[src/rtl/core/gis_pkg.sv]
// Shared types and constants for the greedy independent set block.
// Item field layout, LCG constants and the controller/datapath command bus.
// No dependencies.
package gis_pkg;

  // Default and upper bound of the vertex count.
  localparam int NUM_VERTICES_DEF = 64;

  // Fixed field widths.
  localparam int VTX_W  = 6;   // vertex number, position
  localparam int CNT_W  = 7;   // vertex count, set size, loop index
  localparam int NBR_W  = 64;  // neighbour mask
  localparam int LCG_W  = 32;  // seed, LCG state

  // Input tdata: row, neighbours, seed (lowest bit first), zero padded.
  localparam int ROW_LSB    = 0;
  localparam int NBR_LSB    = ROW_LSB + VTX_W;
  localparam int SEED_LSB   = NBR_LSB + NBR_W;
  localparam int IN_USED_W  = SEED_LSB + LCG_W;
  localparam int IN_TDATA_W = ((IN_USED_W + 7) / 8) * 8;

  // Output tdata: vertex, position, set_size, final_seed, zero padded.
  localparam int VTX_LSB     = 0;
  localparam int POS_LSB     = VTX_LSB + VTX_W;
  localparam int SIZE_LSB    = POS_LSB + VTX_W;
  localparam int FSEED_LSB   = SIZE_LSB + CNT_W;
  localparam int OUT_USED_W  = FSEED_LSB + LCG_W;
  localparam int OUT_TDATA_W = ((OUT_USED_W + 7) / 8) * 8;
  localparam int OUT_PAD_W   = OUT_TDATA_W - OUT_USED_W;

  // Configuration port.
  localparam int CFG_AW = 3;
  localparam int CFG_DW = 32;
  localparam logic [0:0] REG_VERTEX_COUNT = 1'b0;
  localparam logic [CNT_W-1:0] VERTEX_COUNT_RST = CNT_W'(64);

  // Item kinds carried in tuser.
  localparam logic KIND_LOAD = 1'b0;
  localparam logic KIND_RUN  = 1'b1;

  // Linear congruential generator.
  localparam logic [LCG_W-1:0] LCG_MUL = 32'd1664525;
  localparam logic [LCG_W-1:0] LCG_ADD = 32'd1013904223;

  // Remainder bits resolved per cycle by the modulo unit.
  localparam int MOD_BITS = 4;

  typedef enum logic {
    OWA_IDX,
    OWA_J
  } ord_wa_t;

  typedef enum logic [1:0] {
    OWD_IDX,
    OWD_RDA,
    OWD_RDB
  } ord_wd_t;

  typedef struct packed {
    logic             adj_wr;     // store an adjacency row from the input item
    logic             seed_ld;    // load the LCG from the input seed
    logic             lcg_step;   // advance the LCG one step
    logic             mod_start;  // start lcg mod (idx + 1)
    logic             ord_rd;     // read visit order at idx (port A) and j (port B)
    logic             ord_wr;     // write visit order
    ord_wa_t          ord_wa;
    ord_wd_t          ord_wd;
    logic             scan_init;  // set free mask to the first n vertices, clear count
    logic             vtx_take;   // take the vertex on port A, fetch its row
    logic             adj_clear;  // drop the fetched neighbours from the free mask
    logic             ch_rd;      // read the chosen list at idx
    logic             out_ld;     // load the output register
    logic [CNT_W-1:0] idx;
    logic [CNT_W-1:0] n;
  } gis_cmd_t;

  typedef struct packed {
    logic             mod_done;
    logic             vtx_free;
    logic             out_free;
    logic [CNT_W-1:0] set_size;
  } gis_sts_t;

endpackage

[src/rtl/core/gis_ctrl.sv]
// Controller state machine: shuffle, scan and emit sequencing with the loop
// index and the clamped vertex count. Depends on gis_pkg.
module gis_ctrl #(
  parameter int NUM_VERTICES = gis_pkg::NUM_VERTICES_DEF
) (
  input  logic                      clk,
  input  logic                      rst_n,
  input  logic                      in_tvalid,
  input  logic                      in_kind,
  output logic                      in_tready,
  input  logic [gis_pkg::CNT_W-1:0] vertex_count,
  input  gis_pkg::gis_sts_t         sts,
  output gis_pkg::gis_cmd_t         cmd
);
  import gis_pkg::*;

  typedef enum logic [3:0] {
    ST_IDLE,
    ST_INIT,
    ST_LCG,
    ST_MOD_GO,
    ST_MOD_WAIT,
    ST_SW_RD,
    ST_SW_WI,
    ST_SW_WJ,
    ST_SC_INIT,
    ST_SC_RD,
    ST_SC_CHK,
    ST_SC_ADJ,
    ST_EM_RD,
    ST_EM_LD
  } state_t;

  state_t           state_r, state_nxt;
  logic [CNT_W-1:0] idx_r, idx_nxt;
  logic [CNT_W-1:0] n_r, n_nxt;
  logic [CNT_W-1:0] n_sat;
  logic             scan_end;

  assign n_sat    = (vertex_count > CNT_W'(NUM_VERTICES)) ? CNT_W'(NUM_VERTICES) : vertex_count;
  assign scan_end = idx_r == (n_r - CNT_W'(1));

  always_comb begin
    state_nxt = state_r;
    idx_nxt   = idx_r;
    n_nxt     = n_r;
    in_tready = 1'b0;
    cmd       = '0;
    cmd.idx   = idx_r;
    cmd.n     = n_r;
    unique case (state_r)
      ST_IDLE: begin
        in_tready = 1'b1;
        if (in_tvalid) begin
          if (in_kind == KIND_LOAD) begin
            cmd.adj_wr = 1'b1;
          end else begin
            cmd.seed_ld = 1'b1;
            n_nxt       = n_sat;
            idx_nxt     = '0;
            if (n_sat != '0) begin
              state_nxt = ST_INIT;
            end
          end
        end
      end
      ST_INIT: begin
        cmd.ord_wr = 1'b1;
        cmd.ord_wa = OWA_IDX;
        cmd.ord_wd = OWD_IDX;
        if (scan_end) begin
          // idx already holds n-1, the first shuffle position
          state_nxt = (n_r == CNT_W'(1)) ? ST_SC_INIT : ST_LCG;
        end else begin
          idx_nxt = idx_r + CNT_W'(1);
        end
      end
      ST_LCG: begin
        cmd.lcg_step = 1'b1;
        state_nxt    = ST_MOD_GO;
      end
      ST_MOD_GO: begin
        cmd.mod_start = 1'b1;
        state_nxt     = ST_MOD_WAIT;
      end
      ST_MOD_WAIT: begin
        if (sts.mod_done) begin
          state_nxt = ST_SW_RD;
        end
      end
      ST_SW_RD: begin
        cmd.ord_rd = 1'b1;
        state_nxt  = ST_SW_WI;
      end
      ST_SW_WI: begin
        cmd.ord_wr = 1'b1;
        cmd.ord_wa = OWA_IDX;
        cmd.ord_wd = OWD_RDB;
        state_nxt  = ST_SW_WJ;
      end
      ST_SW_WJ: begin
        cmd.ord_wr = 1'b1;
        cmd.ord_wa = OWA_J;
        cmd.ord_wd = OWD_RDA;
        if (idx_r == CNT_W'(1)) begin
          state_nxt = ST_SC_INIT;
        end else begin
          idx_nxt   = idx_r - CNT_W'(1);
          state_nxt = ST_LCG;
        end
      end
      ST_SC_INIT: begin
        cmd.scan_init = 1'b1;
        idx_nxt       = '0;
        state_nxt     = ST_SC_RD;
      end
      ST_SC_RD: begin
        cmd.ord_rd = 1'b1;
        state_nxt  = ST_SC_CHK;
      end
      ST_SC_CHK, ST_SC_ADJ: begin
        if (state_r == ST_SC_CHK && sts.vtx_free) begin
          cmd.vtx_take = 1'b1;
          state_nxt    = ST_SC_ADJ;
        end else begin
          cmd.adj_clear = state_r == ST_SC_ADJ;
          if (scan_end) begin
            idx_nxt   = '0;
            state_nxt = ST_EM_RD;
          end else begin
            idx_nxt   = idx_r + CNT_W'(1);
            state_nxt = ST_SC_RD;
          end
        end
      end
      ST_EM_RD: begin
        cmd.ch_rd = 1'b1;
        state_nxt = ST_EM_LD;
      end
      ST_EM_LD: begin
        if (sts.out_free) begin
          cmd.out_ld = 1'b1;
          if ((idx_r + CNT_W'(1)) == sts.set_size) begin
            state_nxt = ST_IDLE;
          end else begin
            idx_nxt   = idx_r + CNT_W'(1);
            state_nxt = ST_EM_RD;
          end
        end
      end
      default: state_nxt = ST_IDLE;
    endcase
  end

  always_ff @(posedge clk) begin
    if (!rst_n) begin
      state_r <= ST_IDLE;
      idx_r   <= '0;
      n_r     <= '0;
    end else begin
      state_r <= state_nxt;
      idx_r   <= idx_nxt;
      n_r     <= n_nxt;
    end
  end

endmodule

[config.mk]
export PLATFORM = sky130hd
export DESIGN_NAME = gis_ctrl
export DESIGN_NICKNAME = d
export VERILOG_FILES = /design/src/rtl/core/gis_pkg.sv /design/src/rtl/core/gis_ctrl.sv
export SDC_FILE = /design/constraint.sdc
export NUM_CORES = 1
export LEC_CHECK = 0
export ABC_AREA = 1
export BUFFER_PORTS_ARGS = -buffer_cell sky130_fd_sc_hd__clkbuf_2
export CAP_MARGIN = 40
export CORE_AREA = 5 5 86 88
export CTS_BUF_LIST = sky130_fd_sc_hd__clkbuf_4
export DETAILED_ROUTE_END_ITERATION = 7
export DIE_AREA = 0 0 91 93
export GPL_ROUTABILITY_DRIVEN = 0
export GPL_TIMING_DRIVEN = 0
export PLACE_DENSITY = 0.46
export SLEW_MARGIN = 20
export SYNTH_ARGS = -nofsm -noshare
export SYNTH_HDL_FRONTEND = slang
export SYNTH_SLANG_ARGS = --single-unit
[constraint.sdc]
create_clock -name clk -period 5.5 [get_ports clk]
set_input_delay 1.65 -clock clk [delete_from_list [all_inputs] [get_ports clk]]
set_output_delay 1.65 -clock clk [all_outputs]
set_load 0.02 [all_outputs]
**Word level (Yosys, flattened, before mapping)**

Cells that the tools add are included.

- Register bits: 18
- Bits of input ports: 21
- RAM bits: 0
- Bits in latches: 0
- Logic and storage cells: 81
- Memories kept: 0
- ROM bits: 0
- Output and inout bits: 29

- Reduce and logical (&&, ||, !) cells: 9
- $lt $le $gt $ge: 1
- Eq/ne operators: 27
- Bitwise gates (word level): 0
- Div/mod/pow operators: 0
- Add/subtract/negate cells: 3
- Multiply operators: 0
- Shift operators: 0
- Mux-type cells: 38

Operators by type and width:

| cell | count |
|---|---|
| $mux 7 | 9 |
| $pmux 4 s13 | 1 |
| $pmux 7 s6 | 1 |
| $mux 4 | 9 |
| $eq 4x4->1 const B | 6 |
| $ne 2x2->1 const B | 10 |
| $eq 4x3->1 const B | 4 |
| $eq 7x1->1 const B | 2 |
| $eq 7x7->1 | 2 |
| $sub 7x1->7 const B | 2 |
| $mux 1 | 12 |
| $pmux 4 s3 | 1 |
| $eq 4x2->1 const B | 2 |
| $reduce_and 8->1 | 1 |
| $add 7x1->7 const B | 1 |
| $gt 7x7->1 const B | 1 |
| $reduce_bool 7->1 | 1 |
| $mux 2 | 3 |
| $mux 3 | 2 |
| $reduce_and 6->1 | 1 |
| $reduce_bool 6->1 | 1 |
| $eq 4x1->1 const B | 1 |
| $logic_not 4->1 | 1 |
| $reduce_or 2->1 | 2 |
| 2 further kinds | 2 |

**Depth between registers and ports, before layout**

Gate-level depths: netlist (run 1).

- Depth in word-level cells: 7
- Gate-level depth with buffers: 16
- Gate-level depth less buffers: 15

**Least setup slack after synthesis (run 1)**

OpenSTA, ideal clock, no wires.

- Path kind: input to output
- From: input in_kind
- To: output cmd[26] (netlist bit)
- Buffers on the path: 0
- Arrival time: 2.028 ns
- Stages on the path: 2
- Data required time: 3.850 ns
- Setup slack: 1.822 ns
- Cell sequence: nand2_1 -> nor2_1

RTL lines:

| item | line | RTL |
|---|---|---|
| start: declaration | gis_ctrl.sv:9 | `input logic in_kind,` |
| end: declaration | gis_ctrl.sv:13 | `output gis_pkg::gis_cmd_t cmd` |

==> results of run 1 <==
[registers in the layout, summed over array words and instances, names as in the netlist]
name,flops
state_r,4
idx_r,7
n_r,7
[Yosys cell counts]
cell,number
nand2_1,110
buf_6,1
a311oi_1,1
nor4_1,1
xor2_1,4
clkbuf_1,1
nor2_2,7
nand2_2,5
buf_4,4
inv_1,43
or3_1,1
a21oi_2,1
nand4_1,5
nand3_1,53
nor3_2,1
nor2_4,4
nor2_1,32
inv_4,1
o21ai_1,1
a211oi_1,5
dfxtp_1,18
inv_2,6
ha_1,5
a31oi_1,1
clkinv_1,1
nand3b_1,1
xnor2_1,2
buf_2,3
a21oi_1,17
o21ai_0,6
o311ai_0,1
[through the flow]
step	setup WS [ns]	power [mW]	util	hold WS [ns]	cell area, um^2
6_report	1.68	0.476	0.346	0.524	2270
5_1_grt	1.63	0.520	0.346	0.578	2270
4_1_cts	1.67	0.483	0.346	0.531	2270
3_5_place_dp	1.68	0.405	0.342	0.512	2240
3_3_place_gp	1.68	0.405	0.342	0.509	2240
2_1_floorplan	1.82	0.336	-	0.493	1900
[power groups by stage]
stage	combinational (mW)	sequential [mW]	clock, mW
floorplan	0.173	0.163	0
global route	0.277	0.159	0.0831
global placement	0.246	0.159	0
CTS	0.247	0.157	0.0801
detailed placement	0.246	0.160	0
finish	0.243	0.156	0.0772
[critical path, cell delays in order]
cell	delay (ns)
clkbuf_2	0.10
nand3_1	0.12
inv_1	0.12
clkbuf_2	0.17
[final cells by class]
type,count,area [um^2]
plain buffers,9,60.1
clock buffers,3,22.5
clock inverters,1,3.75
fillers,740,4300
inverters,51,194
multi-input cells,264,1280
flip-flops and latches,18,360
well taps,80,100
repair buffers,49,245
[layer usage]
layer | up-vias | share of wire | track usage
li1 | 1197 | - | -
met1 | 996 | 0.48 | 0.191
met2 | 51 | 0.46 | 0.246
met3 | 5 | 0.045 | 0.0233
met4 | 0 | 0.0089 | 0.0318
met5 | - | 0 | 0
[worst min path at each step]
stage	startpoint	end	slack (ns)	cells after the start
CTS	n_r[1]	n_r[1]	0.53	2
detailed placement	n_r[1]	n_r[1]	0.51	2
floorplan	state_r[0]	state_r[0]	0.49	2
finish	n_r[1]	n_r[1]	0.52	2
global placement	n_r[1]	n_r[1]	0.51	2
global route	n_r[1]	n_r[1]	0.58	2
[cell families (layout without fill, tap and decap cells)]
family                     Yosys count  in the layout  share of synthesized area
buffers and inverters               60            113                      0.134
adders and majority gates            5              5                     0.0329
AOI/OAI and AO/OA                   33             33                      0.100
xor gates and xnor gates             6              6                     0.0277
DFF                                 18             18                      0.190
and+or+nand+nor                    220            220                      0.516
==> out/results.txt, run 1 <==
Register-to-Register Path Depth -> 11
Post-route ant nets -> 0
Clk pwr share -> 0.162
Crit path arrival time -> 2.17 ns
Number of global-route vias before repair -> 2151
Worst hold path class -> reg2reg
Sequential area share after synthesis -> 0.190
Worst setup path start -> sts[8]
PwrDens -> 210 nW/um^2
Status -> complete, no violations
I/O Buffers -> 49
CTS Buf Count -> 3
Setup TNS -> 0 ns
CTS tree -> done
CTS Buffer Depth -> 2
Syn Nets -> 368
DR vias -> 2249
Skew-Pair Late Insertion Delay -> 0.31 ns
Grt ovf -> 0
Combinational power share -> 0.510
Endpoints failing hold -> 0
Part of the power in registers -> 0.328
Via/cell ratio -> 4.73
Detail Placement HPWL -> 4.87 mm
CTS Root Cell -> clkbuf_4
Startpoint Class -> input pin
Worst-path maximum fanout -> 3
Die X -> 91 um
Nets -> 422
Initial antenna violation count -> 0
Worst reg-to-reg setup slack -> 3.06 ns
Netlist cell types -> 31
Core ar. -> 6570 um^2
Post-Layout Cell Count -> 475
H-tree depth -> 1
Slew Viols, Final -> 0
Wirelength, routed -> 5.92 mm
Hold Buf Count CTS -> 0
Layout cells sized above 1 -> 0.215
Syn. warnings -> 0
Initial Util -> 0.289
# setup viols final -> 0
Area of the mapped netlist -> 1900 um^2
CP endpoint kind -> output pin
Clk sinks -> 18
Row count -> 30
R2r endpoint -> idx_r[6]
I/O pin count -> 50
Pleak -> 1.17 nW
First-pass GRT wire length -> 10.1 mm
Sw Ratio -> 0.482
Synth top area cells -> nand2_1, dfxtp_1, nand3_1, inv_1, nor2_1
CP Capture Point -> cmd[17]
Crit path kind -> in2out
Peak VDD IR -> 0.0000987 V
CP required -> 3.85 ns
Setup Skew -> 0.00668 ns
Reg2reg start -> idx_r[0]
Post-route minimum period -> 3.82 ns
Dpl cells -> 471
TritonRoute pass-1 iters -> 4
Rel. slew slack -> 0.590
Initial drt markers -> 76
Postcts setup bufs -> 0
Synth top area share -> 0.217
Fmax -> 262 MHz
# DRC -> 0
Final critical-path share of the clock period -> 0.694
Most frequent cells in the layout -> nand2_1, nand3_1, clkbuf_2, inv_1, nor2_1
N_diodes -> 0
Max cap viols -> 0
Synthesized area per cell -> 5.55 um^2
Clock slew at reported path FFs -> 0.13 ns
PostCTS Resize Cnt -> 0
Die ar. -> 8460 um^2
Leading area contributor after synthesis -> nand2_1
Seq cells post-synth -> 18
RSZ-0062 raised after global routing -> false
Sw power -> 229 uW
Most common cell after layout, fill and taps aside -> nand2_1
Pin count of the biggest net entering global routing -> 12
Least-Margin Pin Slew -> 0.615 ns
Wirelength per Cell -> 12.5 um
Total GRT Usage -> 0.144
Int Pwr -> 247 uW
Cells after synthesis -> 342
Chip Height -> 93 um
Area delta synth->final -> 19.6%
Power figures use the tool's default switching activity.
==> run 2, diff against run 1 <==
--- a/config.mk
+++ b/config.mk
@@ -14,7 +14,7 @@
 export DIE_AREA = 0 0 91 93
 export GPL_ROUTABILITY_DRIVEN = 0
 export GPL_TIMING_DRIVEN = 0
-export PLACE_DENSITY = 0.46
+export PLACE_DENSITY = 0.48
 export SLEW_MARGIN = 20
 export SYNTH_ARGS = -nofsm -noshare
 export SYNTH_HDL_FRONTEND = slang
==> constraint.sdc (replaced) <==
create_clock -name clk -period 3.19 [get_ports clk]
set_input_delay 0.957 -clock clk [delete_from_list [all_inputs] [get_ports clk]]
set_output_delay 0.957 -clock clk [all_outputs]
set_load 0.02 [all_outputs]
==> out/results.txt, run 2 (synthesis gave the netlist of run 1 again) <==
Status -> complete, no violations
CTS Buf Count -> 3 (unchanged)
PostCTS Resize Cnt -> 0 (unchanged)
Pleak -> 1.17 nW (unchanged)
H-tree depth -> 1 (unchanged)
CTS Buffer Depth -> 2 (unchanged)
Fmax -> 389 MHz
Total GRT Usage -> 0.140 (-0.00403)
Worst-path maximum fanout -> 9 (+6)
Sw Ratio -> 0.477 (-0.00478)
TritonRoute pass-1 iters -> 4 (unchanged)
Top Registers -> idx_r x7, n_r x7, state_r x4
PwrDens -> 358 nW/um^2 (+71%)
Sw power -> 388 uW (+69%)
Fillers -> 757 (+2.3%)
CP endpoint kind -> output pin
Initial Util -> 0.289 (unchanged)
I/O Buffers -> 49 (unchanged)
Die ar. -> 8460 um^2 (unchanged)
Post-route ant nets -> 0 (unchanged)
Post-route minimum period -> 2.57 ns
Pin count of the biggest net entering global routing -> 12 (unchanged)
Combinational power share -> 0.510 (about the same)
Via/cell ratio -> 4.66 (-1.6%)
Postcts setup bufs -> 0 (unchanged)
# setup viols final -> 0 (unchanged)
Least-Margin Pin Slew -> 0.586 ns (-0.0300 ns)
Hold Buf Count CTS -> 0 (unchanged)
Crit path arrival time -> 1.61 ns (-0.56 ns)
Worst hold path class -> reg2reg
Detail Placement HPWL -> 4.78 mm (-1.9%)
Layout cells sized above 1 -> 0.215 (unchanged)
Part of the power in registers -> 0.331 (+0.003)
Die X -> 91 um (unchanged)
DR vias -> 2213 (-1.6%)
Number of global-route vias before repair -> 2091 (-2.8%)
Grt ovf -> 0 (unchanged)
Nets -> 422 (unchanged)
Initial drt markers -> 79 (+3.9%)
Most frequent cells in the layout -> nand2_1, nand3_1, clkbuf_2, inv_1, nor2_1
Clock slew at reported path FFs -> 0.12 ns (about the same)
RSZ-0062 raised after global routing -> false
CP top delay family -> simple AND/OR/NAND/NOR gates
Rel. slew slack -> 0.610 (+0.0200)
N_diodes -> 0 (unchanged)
CP required -> 2.23 ns (-1.62 ns)
Wirelength per Cell -> 12.3 um (-1.5%)
CP max stage delay -> 0.36 ns (+0.19 ns)
Setup Skew -> 0.00233 ns (-0.00434 ns)
Max cap viols -> 0 (unchanged)
First-pass GRT wire length -> 9.93 mm (-1.7%)
Area delta synth->final -> 19.6% (unchanged)
Slowest CP cell -> dfxtp_1
Chip Height -> 93 um (unchanged)
Startpoint Class -> flop
Core ar. -> 6570 um^2 (unchanged)
# DRC -> 0 (unchanged)
Wirelength, routed -> 5.84 mm (-1.5%)
CTS tree -> done
Clk pwr share -> 0.158 (-0.004)
Footprint of the multi-input gates -> 1280 um^2 (unchanged)
Setup TNS -> 0 ns (unchanged)
Most common cell after layout, fill and taps aside -> nand2_1
Worst path buffer plus inverter count -> 3 (unchanged)
Int Pwr -> 425 uW (+72%)
Skew-Pair Late Insertion Delay -> 0.30 ns (about the same)
Crit path cell chain -> inv_2, nand2_1, nor2_4, nand3_1, inv_1, clkbuf_2
CTS Root Cell -> clkbuf_4
Area occupied by registers -> 360 um^2 (unchanged)
Peak VDD IR -> 0.000140 V (+42%)
Initial antenna violation count -> 0 (unchanged)
Endpoints failing hold -> 0 (unchanged)
I/O pin count -> 50 (unchanged)
Row count -> 30 (unchanged)
Slew Viols, Final -> 0 (unchanged)
Final critical-path share of the clock period -> 0.805
Crit path kind -> reg2out
Total power -> 813 uW (+71%)
Clk sinks -> 18 (unchanged)
==> run 2: routing by layer <==
metal | track usage | up-vias | share of wire
li1 | - | 1194 | -
met1 | 0.187 | 968 | 0.46
met2 | 0.242 | 47 | 0.47
met3 | 0.0161 | 4 | 0.054
met4 | 0.0330 | 0 | 0.0081
met5 | 0 | - | 0
==> run 2: worst paths after layout <==
check,start,to,slack [ns],depth (start not counted)
setup / recovery,state_r[2],cmd[17],0.62,6
hold / removal,n_r[1],n_r[1],0.53,2
setup reg to reg,idx_r[0],idx_r[3],0.86,11
hold reg to reg,n_r[1],n_r[1],0.53,2
==> run 2: power groups by stage <==
stage	Clock (mW)	Sequential [mW]	Combinational, mW
2_1_floorplan	0	0.281	0.298
6_report	0.129	0.269	0.415
4_1_cts	0.138	0.270	0.419
5_1_grt	0.143	0.273	0.470
3_3_place_gp	0	0.276	0.418
3_5_place_dp	0	0.276	0.417
==> run 2: worst min-delay path: stages (launching register included) <==
cell,delay (ns)
dfxtp_1,0.37
nand2_1,0.08
a21oi_1,0.06
==> run 2: stage by stage <==
step	hold slack (ns)	std cells	cell area [um^2]	setup slack, ns	util
2_1_floorplan	0.493	342	1900	0.898	-
3_3_place_gp	0.499	471	2240	0.773	0.342
3_5_place_dp	0.513	471	2240	0.784	0.342
4_1_cts	0.531	475	2270	0.602	0.346
5_1_grt	0.559	475	2270	0.475	0.346
6_report	0.535	475	2270	0.621	0.346
==> run 2: area by class of cell <==
cell class | instances | area share
Sequential cell | 18 | 0.159
Multi-Input combinational cell | 264 | 0.566
Clock inverter | 1 | 0.00165
Inverter | 51 | 0.0854
Buffer | 9 | 0.0264
Tap cell | 80 | 0.0441
Timing Repair Buffer | 49 | 0.108
Clock buffer | 3 | 0.00992
